File: src/lst_pkg.sv
// ----------------------------------------------------------------------------
// lst_pkg: shared types and constants for the line-start table search
// Command codes, fixed field widths and the control bundle that the
// sequencer sends to every search cell.
// ----------------------------------------------------------------------------
`default_nettype none

package lst_pkg;

   // request field widths fixed by the interface
   localparam int CMD_W      = 2;
   localparam int ENTRY_IN_W = 10;
   localparam int COUNT_IN_W = 11;
   localparam int LINE_W     = 10;

   // request command codes
   localparam logic [CMD_W-1:0] CMD_WRITE  = 2'd0;
   localparam logic [CMD_W-1:0] CMD_COUNT  = 2'd1;
   localparam logic [CMD_W-1:0] CMD_LOOKUP = 2'd2;

   // per-cycle control broadcast to all cells
   typedef struct packed {
      logic clear;     // drop the hit held from the previous lookup
      logic rd_valid;  // read data in the cells belongs to the current scan
   } lst_ctrl_type;

endpackage

`default_nettype wire

File: src/lst_cell.sv
// ----------------------------------------------------------------------------
// lst_cell: one bank of the line-start table and its search slice
// Holds a bank of entries, scans it from the top address down during a
// lookup, keeps the highest qualifying address and merges it into the
// result token passed up the chain every cycle.
// ----------------------------------------------------------------------------
`default_nettype none

module lst_cell #(
   parameter int ID_WIDTH = 32,
   parameter int BANK_AW  = 5,
   parameter int IDX_W    = 10,
   parameter int CNT_W    = 11,
   parameter int CELL_NUM = 0
) (
   input  wire logic                  clock,
   input  wire logic                  reset,
   input  wire lst_pkg::lst_ctrl_type ctrl_in,
   input  wire logic                  wr_en,
   input  wire logic [BANK_AW-1:0]    wr_addr,
   input  wire logic [ID_WIDTH-1:0]   wr_identifier,
   input  wire logic                  wr_continues,
   input  wire logic [BANK_AW-1:0]    rd_addr,
   input  wire logic [ID_WIDTH-1:0]   target,
   input  wire logic [CNT_W-1:0]      count,
   input  wire logic                  up_hit,
   input  wire logic [IDX_W-1:0]      up_index,
   output logic                       tok_hit,
   output logic [IDX_W-1:0]           tok_index
);
   import lst_pkg::*;

   localparam int BANK_DEPTH = 2 ** BANK_AW;

   logic [ID_WIDTH:0]    mem [BANK_DEPTH];
   logic [ID_WIDTH:0]    rd_data_ff;
   logic [BANK_AW-1:0]   rd_addr_ff;
   logic [ID_WIDTH-1:0]  rd_id;
   logic                 rd_cont;
   logic [IDX_W-1:0]     rd_global;
   logic [IDX_W-1:0]     own_global;
   logic                 in_count;
   logic                 qualify;
   logic                 hit_ff, hit_in;
   logic [BANK_AW-1:0]   own_addr_ff, own_addr_in;
   logic                 tok_hit_ff, tok_hit_in;
   logic [IDX_W-1:0]     tok_index_ff, tok_index_in;

   // bank memory: one write port, one registered read port
   always_ff @(posedge clock) begin
      if (wr_en) begin
         mem[wr_addr] <= {wr_continues, wr_identifier};
      end
      rd_data_ff <= mem[rd_addr];
      rd_addr_ff <= rd_addr;
   end

   // table position of the entry just read
   assign rd_global  = (IDX_W'(CELL_NUM) << BANK_AW) | IDX_W'(rd_addr_ff);
   assign own_global = (IDX_W'(CELL_NUM) << BANK_AW) | IDX_W'(own_addr_ff);
   assign rd_id      = rd_data_ff[ID_WIDTH-1:0];
   assign rd_cont    = rd_data_ff[ID_WIDTH];

   // within the entry count and below the target, or equal to it and not a continuation line
   assign in_count = {1'b0, rd_global} < (IDX_W+1)'(count);
   assign qualify  = ctrl_in.rd_valid && in_count &&
                     ((rd_id < target) || ((rd_id == target) && !rd_cont));

   // scan runs downward: the first hit is this bank's highest one
   always_comb begin
      hit_in      = hit_ff;
      own_addr_in = own_addr_ff;
      if (ctrl_in.clear) begin
         hit_in = 1'b0;
      end else if (qualify && !hit_ff) begin
         hit_in      = 1'b1;
         own_addr_in = rd_addr_ff;
      end
   end

   // token from the lower banks loses to a hit in this bank
   always_comb begin
      if (hit_ff) begin
         tok_hit_in   = 1'b1;
         tok_index_in = own_global;
      end else begin
         tok_hit_in   = up_hit;
         tok_index_in = up_index;
      end
   end

   always_ff @(posedge clock) begin
      if (reset) begin
         hit_ff     <= 1'b0;
         tok_hit_ff <= 1'b0;
      end else begin
         hit_ff     <= hit_in;
         tok_hit_ff <= tok_hit_in;
      end
      own_addr_ff  <= own_addr_in;
      tok_index_ff <= tok_index_in;
   end

   assign tok_hit   = tok_hit_ff;
   assign tok_index = tok_index_ff;

endmodule

`default_nettype wire

File: config.mk
export PLATFORM = sky130hd
export DESIGN_NAME = lst_cell
export DESIGN_NICKNAME = d
export VERILOG_FILES = /design/src/lst_pkg.sv /design/src/lst_cell.sv
export SDC_FILE = /design/constraint.sdc
export NUM_CORES = 1
export LEC_CHECK = 0
export BUFFER_PORTS_ARGS = -buffer_cell sky130_fd_sc_hd__buf_2
export CAP_MARGIN = 20
export CORE_ASPECT_RATIO = 0.7
export CORE_MARGIN = 5
export CORE_UTILIZATION = 50
export CTS_CLUSTER_SIZE = 10
export DETAILED_ROUTE_END_ITERATION = 16
export PLACE_DENSITY = 0.69
export SYNTH_ARGS = -nofsm -noshare
export SYNTH_HDL_FRONTEND = slang
export SYNTH_SLANG_ARGS = --single-unit
File: constraint.sdc
create_clock -name clock -period 3.4 [get_ports clock]
set_input_delay 1.02 -clock clock [delete_from_list [all_inputs] [get_ports clock]]
set_output_delay 1.02 -clock clock [all_outputs]
set_load 0.005 [all_outputs]
==> out/qor.csv <==
metric,value,unit
outcome,"finished, final reports clean",
rows,89,
htree_levels,4,
relSlewSlack,50.9,%
netlist_top_cells_count,"sky130_fd_sc_hd__edfxtp_1 (1,061), sky130_fd_sc_hd__mux4_2 (330), sky130_fd_sc_hd__dfxtp_1 (50), sky130_fd_sc_hd__clkbuf_1 (43), sky130_fd_sc_hd__nor2_1 (41)",
clkLatencyLatePin,0.71,ns
final_nets,2169,
gp_congestion,0.814,
grt_residual_overflow,0,
vdd_ir_drop_max,0.513,mV
finalMaxSlewViolations,0,
r2r_start,rd_data_ff[22],
most_frequent_cell_after_synthesis,sky130_fd_sc_hd__edfxtp_1,
die_area,90600,sq um
post-route-min-period,2.97,ns
worst_setup_path_start_kind,primary input,
p_leak,15.9,nW
grt_setup_unrepaired,no,
critical_path.startpoint,target[23],
tritoncts,yes,
fillCellCount,5819,
die_width,358,um
layout-drive-gt1-share,36.9,%
place_hpwl,56.2,mm
synth.ff_latch_count,1111,
clock-root-buffer,sky130_fd_sc_hd__clkbuf_16,
drtIter0Drc,2615,
antenna_left,0,
die_h,253,um
cts.path.max_buffers,3,
hold_path_class,flip-flop to flip-flop,
first_global_vias,20400,
ys_warn_count,0,
area_of_the_multi_input_gates,9160,sq um
core,84100,sq um
drt_wl_total,101,mm
async_flop_share,0,%
timing.final.crit_share,87.4,%
mappedNetlistNets,1884,
postSynthCellCount,1746,
power_frac_clock,42.3,%
total_vias_in_the_final_route,20100,
syn-cell-area,42300,sq um
timing.critical_path.mode_cell,sky130_fd_sc_hd__buf_4,
critical_path.cell_chain,"buf_2, inv_1, ha_1, a21oi_1, o21ai_0, a221o_1, a211oi_1, buf_4, o221ai_1, nor2_1, buf_4",
p_per_cell_area,594,nW/um^2
numCtsBuffers,130,
post-route-worst-setup-slack,0.429,ns
seq_total_area_yosys,77.7,%
synth_top_family_by_area,multiplexers,
timing.setup.critical_path_class,primary input to flip-flop,
max_stage_delay,0.37,ns
synth_cell_type_count,33,
power.share.sequential,52.3,%
synthAdderAreaFrac,1.07,%
synth.area.mux_share,18.6,%
max_freq,337,MHz
synth_top_area_cell,sky130_fd_sc_hd__edfxtp_1,
port_buffers,112,
p_int,23.3,mW
grt_antenna_before_repair,3,
clkTransAtPathRegs,0.05,ns
worst_slew_pin_slew,0.736,ns
p_switching,6.00,mW
cpMaxStageDelayCell,sky130_fd_sc_hd__a221o_1,
final.setup_skew,0.0190,ns
grt_pass1_wl,146,mm
post_cts_resize_count,0,
critical-path-top-delay-family,compound AO/OA/AOI/OAI gates,
cp.buffers_inverters,4,
combinationalPowerShare,5.4,%
grt_usage,22.8,%
hold_buffer_count_at_cts,0,
finalSetupViolCount,0,
cp_data_required_time,3.81,ns
crit_path_end_kind,flip-flop,
timing.hold.worst.start,rd_addr_ff[2],
drcViolationCount,0,
synth_simple_gate_area_share,1.00,%
avgViaCountPerCell,6.20,
dr.pass1.iters,6,
clock-sinks,1111,
yosys_most_used_dff,sky130_fd_sc_hd__edfxtp_1,
layout-area-overhead-vs-synth,16.6,%
yosys-top-cells-area,"sky130_fd_sc_hd__edfxtp_1 (75%), sky130_fd_sc_hd__mux4_2 (18%), sky130_fd_sc_hd__dfxtp_1 (2.4%)",
synth_enable_flop_cells,1061,
avgRoutedWirePerCell,31.0,um
hold_violations,0,
synth_compound_gate_area_share,0.432,%
hold_slack,0.442,ns
synth.avg_cell_area,24.2,sq um
worst_ep_arrival_time,3.38,ns
start_util,50.3,%
place_worst_setup_slack,-0.247,ns
max_cap_viol_count,0,
power.share.switching,20.5,%
synthesized_area_fraction_occupied_by_xor_and_xnor_cells,0,%
layout.core_utilization,58.7,%
grt_start_max_net_pins,53,
yosysTopAreaCellShare,75.3,%
post-cts-setup-buffers,0,
ff_latch_area,32900,sq um
critPathMaxFanout,5,
ioPinCount,113,
[power groups by stage]
stage / combinational, mW / sequential (mW) / clock, mW
finish: 1.58 / 15.3 / 12.4
global route: 1.70 / 15.3 / 13.3
detailed placement: 1.59 / 15.6 / 0
floorplan: 0.891 / 15.5 / 0
CTS: 1.60 / 15.3 / 12.6
global placement: 1.54 / 15.6 / 0
[worst reg2reg max path, delay by kind of cell, from the launching register on]
kind	cells	cell delay, ns
fa+ha+maj	1	0.33
compound gates	4	1.18
simple gates	2	0.24
buf+inv	2	0.37
flops	1	0.50
[per-stage QoR]
stage	instances	total power [mW]	setup TNS (ns)	area, sq um
3_5_place_dp	3036	17.2	-1.38	45600
4_1_cts	3246	29.5	0	49300
3_3_place_gp	3036	17.1	-0.899	45600
5_1_grt	3246	30.3	0	49300
2_1_floorplan	1746	16.4	-24.76	42300
6_report	3247	29.3	0	49300
[cell usage in the layout, fill, tap and decap left out, types with 2 or more instances in the layout]
cell | Yosys | layout
sky130_fd_sc_hd__buf_4 | 6 | 80
sky130_fd_sc_hd__ha_1 | 36 | 36
sky130_fd_sc_hd__nand2b_1 | 2 | 2
sky130_fd_sc_hd__nand2_1 | 7 | 7
sky130_fd_sc_hd__buf_2 | 22 | 108
sky130_fd_sc_hd__a211oi_1 | 4 | 4
sky130_fd_sc_hd__nor3_1 | 2 | 2
sky130_fd_sc_hd__nor4_1 | 2 | 2
sky130_fd_sc_hd__clkbuf_1 | 43 | 67
sky130_fd_sc_hd__or3b_2 | 3 | 3
sky130_fd_sc_hd__a21oi_1 | 13 | 13
sky130_fd_sc_hd__mux2_2 | 38 | 38
sky130_fd_sc_hd__nor2_1 | 41 | 9
sky130_fd_sc_hd__buf_8 | 0 | 2
sky130_fd_sc_hd__nor2_4 | 0 | 32
sky130_fd_sc_hd__dfxtp_1 | 50 | 50
sky130_fd_sc_hd__nor2b_1 | 6 | 6
sky130_fd_sc_hd__nand3b_1 | 5 | 5
sky130_fd_sc_hd__o21ai_0 | 3 | 3
sky130_fd_sc_hd__nand4_1 | 8 | 8
sky130_fd_sc_hd__nand3_1 | 7 | 7
sky130_fd_sc_hd__edfxtp_1 | 1061 | 1061
sky130_fd_sc_hd__a21o_1 | 3 | 3
sky130_fd_sc_hd__buf_12 | 0 | 42
sky130_fd_sc_hd__o211ai_1 | 2 | 2
sky130_fd_sc_hd__inv_6 | 0 | 4
sky130_fd_sc_hd__mux4_2 | 330 | 330
sky130_fd_sc_hd__clkbuf_16 | 0 | 136
sky130_fd_sc_hd__inv_1 | 37 | 37
[final timing paths]
| check | end | slack, ns | depth (start not counted) |
|---|---|---|---|
| worst max-delay path | own_addr_ff[2] | 0.43 | 11 |
| worst max register to register | own_addr_ff[2] | 0.47 | 9 |
| worst min register to register | own_addr_ff[2] | 0.44 | 0 |
| worst min-delay path | own_addr_ff[2] | 0.44 | 0 |
[metal layers]
layer	vias to the layer above	share of wire, %	track usage [%]
li1	8053	-	-
met1	10800	41	34.9
met2	1173	46	33.9
met3	143	11	4.77
met4	2	1.9	6.07
met5	-	0.013	0
[cells by family after synthesis]
| logic type | count (synthesis) |
|---|---|
| buffers and inverters | 116 |
| and+or+nand+nor | 86 |
| AOI/OAI and AO/OA | 29 |
| DFF | 1111 |
| adders and majority gates | 36 |
| muxes | 368 |
[layout make-up]
type | count | share of cell area, %
Timing Repair Buffer | 232 | 4.08
Clock inverter | 7 | 0.129
Sequential cell | 1111 | 66.6
Tap cell | 1137 | 2.88
Inverter | 37 | 0.282
Clock buffer | 203 | 7.41
Antenna cell | 1 | 0.00507
Multi-Input combinational cell | 519 | 18.6
[flip-flops by register name, summed over array words and instances (netlist names)]
name / count
hit_ff: 1
mem: 1056
own_addr_ff: 5
rd_addr_ff: 5
rd_data_ff: 33
tok_hit: 1
tok_index: 10
No activity file was read; power rests on OpenSTA's default activity.
